`src/rtl/rbgr_fifo.sv`:
```
// small first-in first-out queue with full and almost-full flags
// no dependencies
module rbgr_fifo #(
    parameter int WIDTH = 8,
    parameter int DEPTH = 4
) (
    input  logic             i_clk,
    input  logic             i_rst_n,
    input  logic             i_push,
    input  logic [WIDTH-1:0] i_data,
    input  logic             i_pop,
    output logic [WIDTH-1:0] o_data,
    output logic             o_empty,
    output logic             o_full,
    output logic             o_afull
);
    localparam int PTR_W = (DEPTH > 1) ? $clog2(DEPTH) : 1;
    localparam int CNT_W = $clog2(DEPTH + 1);

    logic [WIDTH-1:0] r_mem [DEPTH];
    logic [PTR_W-1:0] r_wptr, r_rptr;
    logic [CNT_W-1:0] r_count;
    logic             w_push, w_pop;

    assign o_empty = (r_count == '0);
    assign o_full  = (r_count == CNT_W'(DEPTH));
    assign o_afull = (r_count >= CNT_W'(DEPTH - 1));
    assign w_push  = i_push && !o_full;
    assign w_pop   = i_pop && !o_empty;
    assign o_data  = r_mem[r_rptr];

    always_ff @(posedge i_clk) begin
        if (w_push) begin
            r_mem[r_wptr] <= i_data;
        end
    end

    always_ff @(posedge i_clk) begin
        if (!i_rst_n) begin
            r_wptr  <= '0;
            r_rptr  <= '0;
            r_count <= '0;
        end else begin
            if (w_push) begin
                r_wptr <= (r_wptr == PTR_W'(DEPTH - 1)) ? '0 : r_wptr + 1'b1;
            end
            if (w_pop) begin
                r_rptr <= (r_rptr == PTR_W'(DEPTH - 1)) ? '0 : r_rptr + 1'b1;
            end
            if (w_push && !w_pop) begin
                r_count <= r_count + 1'b1;
            end else if (w_pop && !w_push) begin
                r_count <= r_count - 1'b1;
            end
        end
    end
endmodule

```
`config.mk`:
```
export PLATFORM = sky130hd
export DESIGN_NAME = rbgr_fifo
export DESIGN_NICKNAME = d
export VERILOG_FILES = /design/src/rtl/rbgr_fifo.sv
export SDC_FILE = /design/constraint.sdc
export NUM_CORES = 1
export LEC_CHECK = 0
export BUFFER_PORTS_ARGS = -buffer_cell sky130_fd_sc_hd__buf_2
export CAP_MARGIN = 20
export CORE_AREA = 2 2 58 60
export CTS_CLUSTER_SIZE = 25
export DETAILED_ROUTE_END_ITERATION = 12
export DIE_AREA = 0 0 60 62
export GPL_TIMING_DRIVEN = 0
export PLACE_DENSITY = 0.84
export SYNTH_ARGS = -nofsm -noshare
export SYNTH_HDL_FRONTEND = slang
export SYNTH_SLANG_ARGS = --single-unit
```
`constraint.sdc`:
```
create_clock -name i_clk -period 2.82 [get_ports i_clk]
set_clock_uncertainty 0.15 [all_clocks]
set_input_delay 0.282 -clock i_clk [delete_from_list [all_inputs] [get_ports i_clk]]
set_output_delay 0.282 -clock i_clk [all_outputs]
set_load 0.005 [all_outputs]
```
==> results.yml <==
timing:
  relSlewSlack_pct: 66.4
  finalHoldViolCount: 0
  period_share_pct: 87.8
  tightest_slew_ns: 0.500
  setup_viol: 0
  report.final.slew_viol_count: 0
  fin_setup_tns_ns: 0
  fmaxAchievable_mhz: 404
  rsz0062_at_grt: "false"
  period_minus_slack_ns: 2.47
  hold_ws_ns: 0.0183
drt:
  drt_first_pass_iters: 4
  drt_wl_total_um: 2450
  drc: 0
  vias: 870
  dr.first_iter.drc_count: 22
  viasPerCell: 4.94
  ant_nets: 0
  post_drt_wl_per_cell_um: 13.9
synth:
  yosys-top-cells-area: "edfxtp_1 59%, dfxtp_1 11%, mux4_2 11%"
  netlist_area_um2: 1640
  seq_area_frac_synth_pct: 69.6
  syn_nets: 113
  synth_seq_cells: 41
  yosysTopAreaCell: "edfxtp_1"
  synth_cells: 94
  yosys_warnings: 0
  yosysTopAreaCellShare_pct: 58.6
  syn_avg_cell_area_um2: 17.4
  ys_types: 24
grt:
  antenna_found_initial: 0
  grt_pass1_wl_um: 3860
  grt_pass1_vias: 829
  gr-total-overflow: 0
  grtUsageTotal_pct: 15.2
  grt_start_max_net_pins: 13
floorplan:
  die_area_um2: 3720
  coreArea_um2: 3180
  die_h_um: 62
  start_util_pct: 51.6
  die_x_um: 60
  fp-row-count: 21
  pin_count: 23
critical_path:
  crit_fanout: 6
  worst-path-buf-inv: 1
  slowest_stage: "o31ai_1"
  crit_path_start_kind: "register"
  arrival_ns: 2.58
  cpLargestDelayFamily: "compound AO/OA/AOI/OAI gates"
  worstPathCellList: "o31ai_1 > ha_1 > inv_1 > fa_1 > xor2_1 > or3_1 > a21boi_0"
  crit_path_end_kind: "register"
  crit_type: "reg2reg"
  crit_required_ns: 2.93
  critPathMaxStageDelay_ns: 0.50
layout:
  post_route_cells_drive_above_1_share_pct: 31.5
  layout.nets: 148
  fin_util_pct: 60.3
  diodes: 0
  layout_common_cells: "32 x edfxtp_1, 24 x buf_2, 9 x dfxtp_1"
  final_common_cell: "edfxtp_1"
  area_growth_pct: 17.0
clocking:
  clock_latency_ns: 0.34
  clock-sinks: 41
  htreeDepth: 2
  cts_buffers: 5
  postCtsSetupBuffers: 0
  clk_path_buf_depth: 2
  root_buffer: "clkbuf_4"
  cts_tree: "done"
  ctsResizeCount: 0
  clk_pin_slew_ns: 0.11
power_and_ir_drop:
  p_leak_nw: 0.713
  p_seq_share_pct: 54.1
  powerDensity_nw_per_um2: 766
  irDropWorstVdd_mv: 0.397
  p_comb_share_pct: 27.9
  power.clock.fraction_pct: 18.0
  switching_share_pct: 27.9
  p_sw_mw: 0.410
  p_int_mw: 1.06
placement:
  dp_hpwl_um: 1690
  gp_congestion: 0.674
  port_buffers: 22
run_status:
  status: "finished clean"
worst_hold_path:
  hold_class: "in2reg"
run:
  drv_cap: 0
==> path summary, 6_finish.rpt <==
path,from,to,slack (ns),depth (start not counted)
min reg2reg,r_wptr[1],r_wptr[1],0.36,2
min,i_data[4],r_mem[2][4],0.02,1
max reg2reg,r_count[0],r_count[2],0.35,7
max,r_count[0],r_count[2],0.35,7
==> cells in the mapped netlist (all sizes together) <==
cell / count
inv: 3
fa: 1
buf: 3
dfxtp: 9
o21ai: 3
mux4: 8
clkbuf: 1
o31ai: 1
or3: 1
a21boi: 1
edfxtp: 32
nor2b: 2
ha: 6
nor3: 1
mux2i: 3
and2: 5
xnor2: 1
xor2: 1
nor3b: 1
nand2: 6
nand3: 2
nor2: 2
a21o: 1
==> stage by stage <==
step / total power, mW / cell area [um^2] / instances / setup WS, ns
floorplan: 1.08 / 1640 / 94 / 0.556
global placement: 1.20 / 1810 / 162 / 0.396
detailed placement: 1.22 / 1810 / 162 / 0.359
CTS: 1.50 / 1920 / 176 / 0.303
global route: 1.57 / 1920 / 176 / 0.179
finish: 1.47 / 1920 / 176 / 0.345
==> flip-flops by register name, indices dropped and copies added, names as in the netlist, named ones only <==
name,cells
r_count,3
r_mem,32
r_rptr,2
r_wptr,2
==> timing repair <==
item / in CTS / in global routing
endpoints found under the hold margin: 24 / 0
hold buffers: 6 / 0
endpoints found under the setup margin: 0 / 0
==> cells by family after synthesis <==
logic type,after synthesis,synth area share (%)
flops,41,69.6
simple gates,20,6.56
compound gates,6,2.37
xor+xnor,2,1.07
buf+inv,7,1.76
mux,11,12.8
fa+ha+maj,7,5.80
==> power groups by stage <==
stage | registers, mW | clock network, mW | logic (mW)
2_1_floorplan | 0.795 | 0 | 0.287
3_3_place_gp | 0.801 | 0 | 0.400
3_5_place_dp | 0.809 | 0 | 0.414
4_1_cts | 0.796 | 0.278 | 0.422
5_1_grt | 0.808 | 0.299 | 0.464
6_report | 0.795 | 0.265 | 0.410
==> cell type report <==
cell class	instances	area, um^2
Clock buffer	6	41.3
Clock inverter	2	10.0
Fill cell	255	1260
Tap cell	46	57.6
Sequential cell	41	1140
Multi-Input combinational cell	46	469
Inverter	3	11.3
Timing Repair Buffer	28	170
Buffer	4	17.5
==> routing by layer <==
layer,up-vias,track usage (%),wire (um)
met5,-,0,0
met4,0,6.67,23
met3,5,5.18,146
met2,27,25.8,1220
met1,416,17.8,1050
li1,422,-,-
No activity file was read; power rests on OpenSTA's default activity.
