--- config.mk ---
export PLATFORM = sky130hd
export DESIGN_NAME = rbgr_front
export DESIGN_NICKNAME = d
export VERILOG_FILES = /design/src/rtl/rbgr_pkg.sv /design/src/rtl/rbgr_fifo.sv /design/src/rtl/rbgr_front.sv
export SDC_FILE = /design/constraint.sdc
export NUM_CORES = 1
export LEC_CHECK = 0
export ABC_AREA = 1
export BUFFER_PORTS_ARGS = -buffer_cell sky130_fd_sc_hd__clkbuf_2
export CORE_MARGIN = 2
export CORE_UTILIZATION = 59
export CTS_BUF_LIST = sky130_fd_sc_hd__clkbuf_8
export CTS_CLUSTER_SIZE = 30
export DETAILED_ROUTE_END_ITERATION = 7
export PLACE_DENSITY_LB_ADDON = 0.3
export SETUP_SLACK_MARGIN = 0.15
export SLEW_MARGIN = 15
export SYNTH_ARGS = -nofsm -noshare
export SYNTH_HDL_FRONTEND = slang
export SYNTH_SLANG_ARGS = --single-unit
--- constraint.sdc ---
create_clock -name i_clk -period 4.15 [get_ports i_clk]
set_clock_uncertainty 0.15 [all_clocks]
set_input_delay 0.83 -clock i_clk [delete_from_list [all_inputs] [get_ports i_clk]]
set_output_delay 0.83 -clock i_clk [all_outputs]
set_load 0.01 [all_outputs]
--- src/rtl/rbgr_pkg.sv ---
// shared types and constants for the red-black grid relaxation block
// no dependencies
package rbgr_pkg;

    localparam int GRID_SIZE_DEF  = 64;
    localparam int CMD_FIFO_DEPTH = 4;
    localparam int RES_FIFO_DEPTH = 4;

    localparam int          ROW_W   = 6;
    localparam int          COL_W   = 6;
    localparam int          VALUE_W = 32;
    localparam int          FACTOR_W = 8;
    localparam logic [7:0]  FACTOR_RESET = 8'd1;

    // register index on the config port
    localparam logic        REG_FACTOR = 1'b0;

    // action codes of an input item
    localparam logic [1:0]  ACT_WRITE = 2'd0;
    localparam logic [1:0]  ACT_SWEEP = 2'd1;
    localparam logic [1:0]  ACT_READ  = 2'd2;

    // classified command handed from front to back
    typedef enum logic [1:0] {
        K_ZERO  = 2'd0,
        K_WRITE = 2'd1,
        K_READ  = 2'd2,
        K_SWEEP = 2'd3
    } t_kind;

    typedef struct packed {
        logic clearing;
        logic sweeping;
    } t_back_stat;

endpackage

--- src/rtl/rbgr_fifo.sv ---
// small first-in first-out queue with full and almost-full flags
// no dependencies
module rbgr_fifo #(
    parameter int WIDTH = 8,
    parameter int DEPTH = 4
) (
    input  logic             i_clk,
    input  logic             i_rst_n,
    input  logic             i_push,
    input  logic [WIDTH-1:0] i_data,
    input  logic             i_pop,
    output logic [WIDTH-1:0] o_data,
    output logic             o_empty,
    output logic             o_full,
    output logic             o_afull
);
    localparam int PTR_W = (DEPTH > 1) ? $clog2(DEPTH) : 1;
    localparam int CNT_W = $clog2(DEPTH + 1);

    logic [WIDTH-1:0] r_mem [DEPTH];
    logic [PTR_W-1:0] r_wptr, r_rptr;
    logic [CNT_W-1:0] r_count;
    logic             w_push, w_pop;

    assign o_empty = (r_count == '0);
    assign o_full  = (r_count == CNT_W'(DEPTH));
    assign o_afull = (r_count >= CNT_W'(DEPTH - 1));
    assign w_push  = i_push && !o_full;
    assign w_pop   = i_pop && !o_empty;
    assign o_data  = r_mem[r_rptr];

    always_ff @(posedge i_clk) begin
        if (w_push) begin
            r_mem[r_wptr] <= i_data;
        end
    end

    always_ff @(posedge i_clk) begin
        if (!i_rst_n) begin
            r_wptr  <= '0;
            r_rptr  <= '0;
            r_count <= '0;
        end else begin
            if (w_push) begin
                r_wptr <= (r_wptr == PTR_W'(DEPTH - 1)) ? '0 : r_wptr + 1'b1;
            end
            if (w_pop) begin
                r_rptr <= (r_rptr == PTR_W'(DEPTH - 1)) ? '0 : r_rptr + 1'b1;
            end
            if (w_push && !w_pop) begin
                r_count <= r_count + 1'b1;
            end else if (w_pop && !w_push) begin
                r_count <= r_count - 1'b1;
            end
        end
    end
endmodule

--- src/rtl/rbgr_front.sv ---
// front end: classifies input items and queues commands for the back end
// depends on rbgr_pkg and rbgr_fifo
module rbgr_front #(
    parameter int GRID_SIZE = rbgr_pkg::GRID_SIZE_DEF,
    parameter int DEPTH     = rbgr_pkg::CMD_FIFO_DEPTH,
    parameter int ADDR_W    = $clog2(GRID_SIZE * GRID_SIZE)
) (
    input  logic                        i_clk,
    input  logic                        i_rst_n,
    input  logic                        i_push,
    input  logic [1:0]                  i_action,
    input  logic [rbgr_pkg::ROW_W-1:0]  i_row,
    input  logic [rbgr_pkg::COL_W-1:0]  i_column,
    input  logic signed [31:0]          i_write_value,
    output logic                        o_full,
    output logic                        o_cmd_valid,
    output rbgr_pkg::t_kind             o_cmd_kind,
    output logic [ADDR_W-1:0]           o_cmd_addr,
    output logic [31:0]                 o_cmd_value,
    input  logic                        i_cmd_pop
);
    localparam int CMD_W = $bits(rbgr_pkg::t_kind) + ADDR_W + 32;

    logic                w_inside;
    logic [ADDR_W-1:0]   w_addr;
    rbgr_pkg::t_kind     w_kind;
    logic [CMD_W-1:0]    w_in_cmd, w_out_cmd;
    logic                w_empty;
    logic                w_afull;

    assign w_inside = (32'(i_row) < 32'(GRID_SIZE)) && (32'(i_column) < 32'(GRID_SIZE));
    assign w_addr   = ADDR_W'(32'(i_row) * 32'(GRID_SIZE) + 32'(i_column));

    // outside cells fold into a plain zero result
    always_comb begin
        unique case (i_action)
            rbgr_pkg::ACT_WRITE: w_kind = w_inside ? rbgr_pkg::K_WRITE : rbgr_pkg::K_ZERO;
            rbgr_pkg::ACT_SWEEP: w_kind = rbgr_pkg::K_SWEEP;
            rbgr_pkg::ACT_READ:  w_kind = w_inside ? rbgr_pkg::K_READ : rbgr_pkg::K_ZERO;
            default:             w_kind = rbgr_pkg::K_ZERO;
        endcase
    end

    assign w_in_cmd = {w_kind, w_addr, i_write_value};

    rbgr_fifo #(
        .WIDTH (CMD_W),
        .DEPTH (DEPTH)
    ) u_cmd_q (
        .i_clk   (i_clk),
        .i_rst_n (i_rst_n),
        .i_push  (i_push),
        .i_data  (w_in_cmd),
        .i_pop   (i_cmd_pop),
        .o_data  (w_out_cmd),
        .o_empty (w_empty),
        .o_full  (o_full),
        .o_afull (w_afull)
    );

    assign o_cmd_valid = !w_empty;
    assign o_cmd_kind  = rbgr_pkg::t_kind'(w_out_cmd[CMD_W-1 -: $bits(rbgr_pkg::t_kind)]);
    assign o_cmd_addr  = w_out_cmd[32 +: ADDR_W];
    assign o_cmd_value = w_out_cmd[31:0];

    // almost-full is not needed on the command side
    logic w_unused;
    assign w_unused = w_afull;
endmodule

==> run_results.csv <==
group,metric,value,unit
status,status,"complete, no violations",
timing,tightest_slew,0.859,ns
pwr,swShare,32.1,%
drt,vias,4503,
pwr,p_int,3520,uW
placement,dp_hpwl,8330,um
critical_path,path_class,"register to output port",
final_layout,nNetsFinal,680,
critical_path,worstPathRequired,3.17,ns
pwr,p_switching,1660,uW
clocking,post_cts_resized,0,
critical_path,worstSetupEndpointType,"output port",
pwr,power.density,613,nW/um^2
yosys,ys.flop_type,"edfxtp_1",
critical_path,r2r_cells,5,
final_layout,fill_cells,813,
drt,drt_pass1_iterations,5,
timing,maxSlewViolCount,0,
yosys,synth_compound_area_share,10.9,%
final_layout,multi_input_area,1480,um^2
drt,drt_iter0_drc,478,
yosys,synth_area,7420,um^2
yosys,synth_top_family_by_area,"compound AO/OA/AOI/OAI gates",
timing,clock.fmax,0.314,GHz
placement,gp_congestion,0.776,
final_layout,area_growth_syn_to_layout,14.0,%
floorplanning,die-area,13500,um^2
critical_path,cp.arrival,2.21,ns
critical_path,slowest_stage,"buf_4",
clocking,htree_levels,4,
pwr,clock_power_share,24.0,%
yosys,synth-async-reset-ratio,0,%
yosys,synth-warning-count,0,
final_layout,final_area,8460,um^2
clocking,path_clk_slew,0.09,ns
drt,ant_nets,0,
grt,grt_use_total,22.3,%
clocking,cts-root-buf,"clkbuf_8",
pwr,leakagePower,0.00307,uW
placement,place_area,8050,um^2
final_layout,diodes,0,
yosys,synthSimpleGateAreaFrac,6.83,%
grt,grt_overflow,0,
critical_path,crit_buf_inv,2,
critical_path,cp_slowest_stage_delay,0.68,ns
clocking,clock_latency,0.46,ns
critical_path,startpoint_type,"register",
pwr,ir_drop,0.000327,V
pwr,comb_power_share,29.0,%
yosys,synth_edf_count,184,
floorplanning,core,12200,um^2
yosys,synth_xor_area_share,0,%
yosys,synthAdderAreaFrac,1.79,%
floorplanning,pin_count,98,
yosys,ys_ff_latch,193,
min_path,hold_path.class,"register to register",
yosys,yosysTopAreaCell,"edfxtp_1",
clocking,cts_setup_buffers,0,
floorplanning,die_h,116,um
drt,wl_per_cell,17.9,um
floorplanning,placementRows,40,
timing,rsz0062_at_grt,"no",
critical_path,rrSetupSlack,1.74,ns
grt,grt_max_degree,93,
run,drv_cap,0,
final_layout,seqCellArea,5710,um^2
final_layout,drive_above_1_share,23.9,%
grt,antenna_found_initial,0,
critical_path,worstPathCellList,"buf_4 > o21ai_0 > o22ai_1 > clkbuf_2",
timing,finalHoldViolations,0,
timing,finalSetupViolations,0,
yosys,synthTopCellsByArea,"edfxtp_1, nor2_1, o21ai_0, o22ai_1, dfxtp_1",
timing,fin_tns_setup,0,ns
floorplanning,start_util,61.0,%
clocking,cts_sinks,193,
critical_path,reg2reg_from,"u_cmd_q.r_count[1]",
pwr,seqPwrFrac,47.1,%
yosys,synthMuxAreaShare,0,%
timing,relSlewSlack,42.7,%
timing,post-route-period-util,76.8,%
critical_path,cpLargestDelayFamily,"buffers and inverters",
floorplanning,die_w,116,um
yosys,synth.most_common_cell,"edfxtp_1",
final_layout,finish.utilization,69.6,%
clocking,holdBufCountCts,0,
yosys,syn-num-nets,583,
min_path,min_to,"u_cmd_q.r_count[0]",
drt,viasPerCell,5.62,
critical_path,path_max_fanout,92,
min_path,min_from,"u_cmd_q.r_count[0]",
critical_path,r2r_end,"u_cmd_q.r_mem[3][17]",
drt,route.detailed.drc,0,
grt,grt_pass1_vias,4425,
min_path,holdPathStages,2,
placement,port_buffers,97,
yosys,yosysTopAreaCellShare,74.4,%
yosys,netlist_top_cells_count,"edfxtp_1, nor2_1, o21ai_0, o22ai_1, o21ai_1",
drt,wirelength,14300,um
clocking,cts_made_buffers,17,
yosys,avgSynthCellArea,14.2,um^2
clocking,cts_tree,"built",
yosys,synth_cell_types,21,
grt,grt_first_pass_wirelength,22000,um
timing,min_period,3.19,ns
yosys,syn_inst,523,
clocking,cts.path.max_buffers,2,
yosys,seq_area_frac_synth,76.9,%
-- placed cells by master, fill, tap and decap left out, types with 2 or more instances in the layout --
cell	count
a21oi_1	2
buf_12	2
buf_4	8
bufinv_16	4
clkbuf_2	97
clkbuf_8	17
clkinv_1	5
clkinv_2	2
dfxtp_1	7
dfxtp_2	2
edfxtp_1	184
ha_1	9
inv_1	21
nand2_1	15
nor2_1	101
nor2_2	6
nor2_4	4
o21ai_0	60
o21ai_1	34
o22ai_1	40
o22ai_2	6
-- sequential cells by signal, summed over array words and instances (netlist names), named ones only --
register	count
u_cmd_q.r_mem	184
u_cmd_q.r_rptr	2
u_cmd_q.r_wptr	2
u_cmd_q.r_count	3
-- how the worst max path moves through the flow --
stage,slack [ns],cells after the start,endpoint,start
after floorplan,0.64,2,u_cmd_q.r_mem[0][0],i_push
after global placement,1.43,4,u_cmd_q.r_mem[3][19],i_push
after detailed placement,1.39,4,u_cmd_q.r_mem[3][21],i_push
after CTS,0.93,4,o_cmd_value[0],register
after global routing,0.76,4,o_cmd_value[0],register
final,0.96,4,o_cmd_value[0],register
-- worst reg2reg max path, cell delays in order (launching register included) --
cell	delay (ns)
dfxtp_1	0.39
nor2_1	0.08
nand2_1	0.13
nand2_1	0.29
nor2_4	0.72
buf_4	0.35
-- logic make-up after synthesis --
logic type / count (synthesis)
compound gates: 142
fa+ha+maj: 10
buf+inv: 49
flops: 193
simple gates: 129
-- routing by layer --
| layer | part of all wire [%] | GRT usage (%) |
|---|---|---|
| met1 | 41 | 29.1 |
| met2 | 51 | 36.4 |
| met3 | 5.7 | 5.60 |
| met4 | 1.9 | 9.29 |
| met5 | 0 | 0 |
-- through the flow --
step	hold WS, ns	setup WS (ns)	total power (uW)	instances
after floorplan	0.330	0.644	3460	523
after global placement	0.340	1.43	3930	769
after detailed placement	0.373	1.39	3990	769
after CTS	0.387	0.927	5220	801
after global routing	0.408	0.756	5460	801
final	0.388	0.963	5190	801
-- final cells by class --
cell class / instances / share of cell area, %
flip-flops and latches: 193 / 67.5
multi-input cells: 281 / 17.4
repair buffers: 107 / 6.92
clock buffers: 17 / 2.77
well taps: 168 / 2.48
clock inverters: 15 / 2.06
inverters: 20 / 0.887
-- power groups by stage --
stage,Clock [uW],Combinational [uW],Sequential (uW)
2_1_floorplan,0,985,2480
4_1_cts,1270,1520,2440
3_3_place_gp,0,1460,2470
5_1_grt,1340,1660,2460
3_5_place_dp,0,1510,2480
6_report,1240,1500,2440
Note: power is estimated with default switching activity, not from simulation.
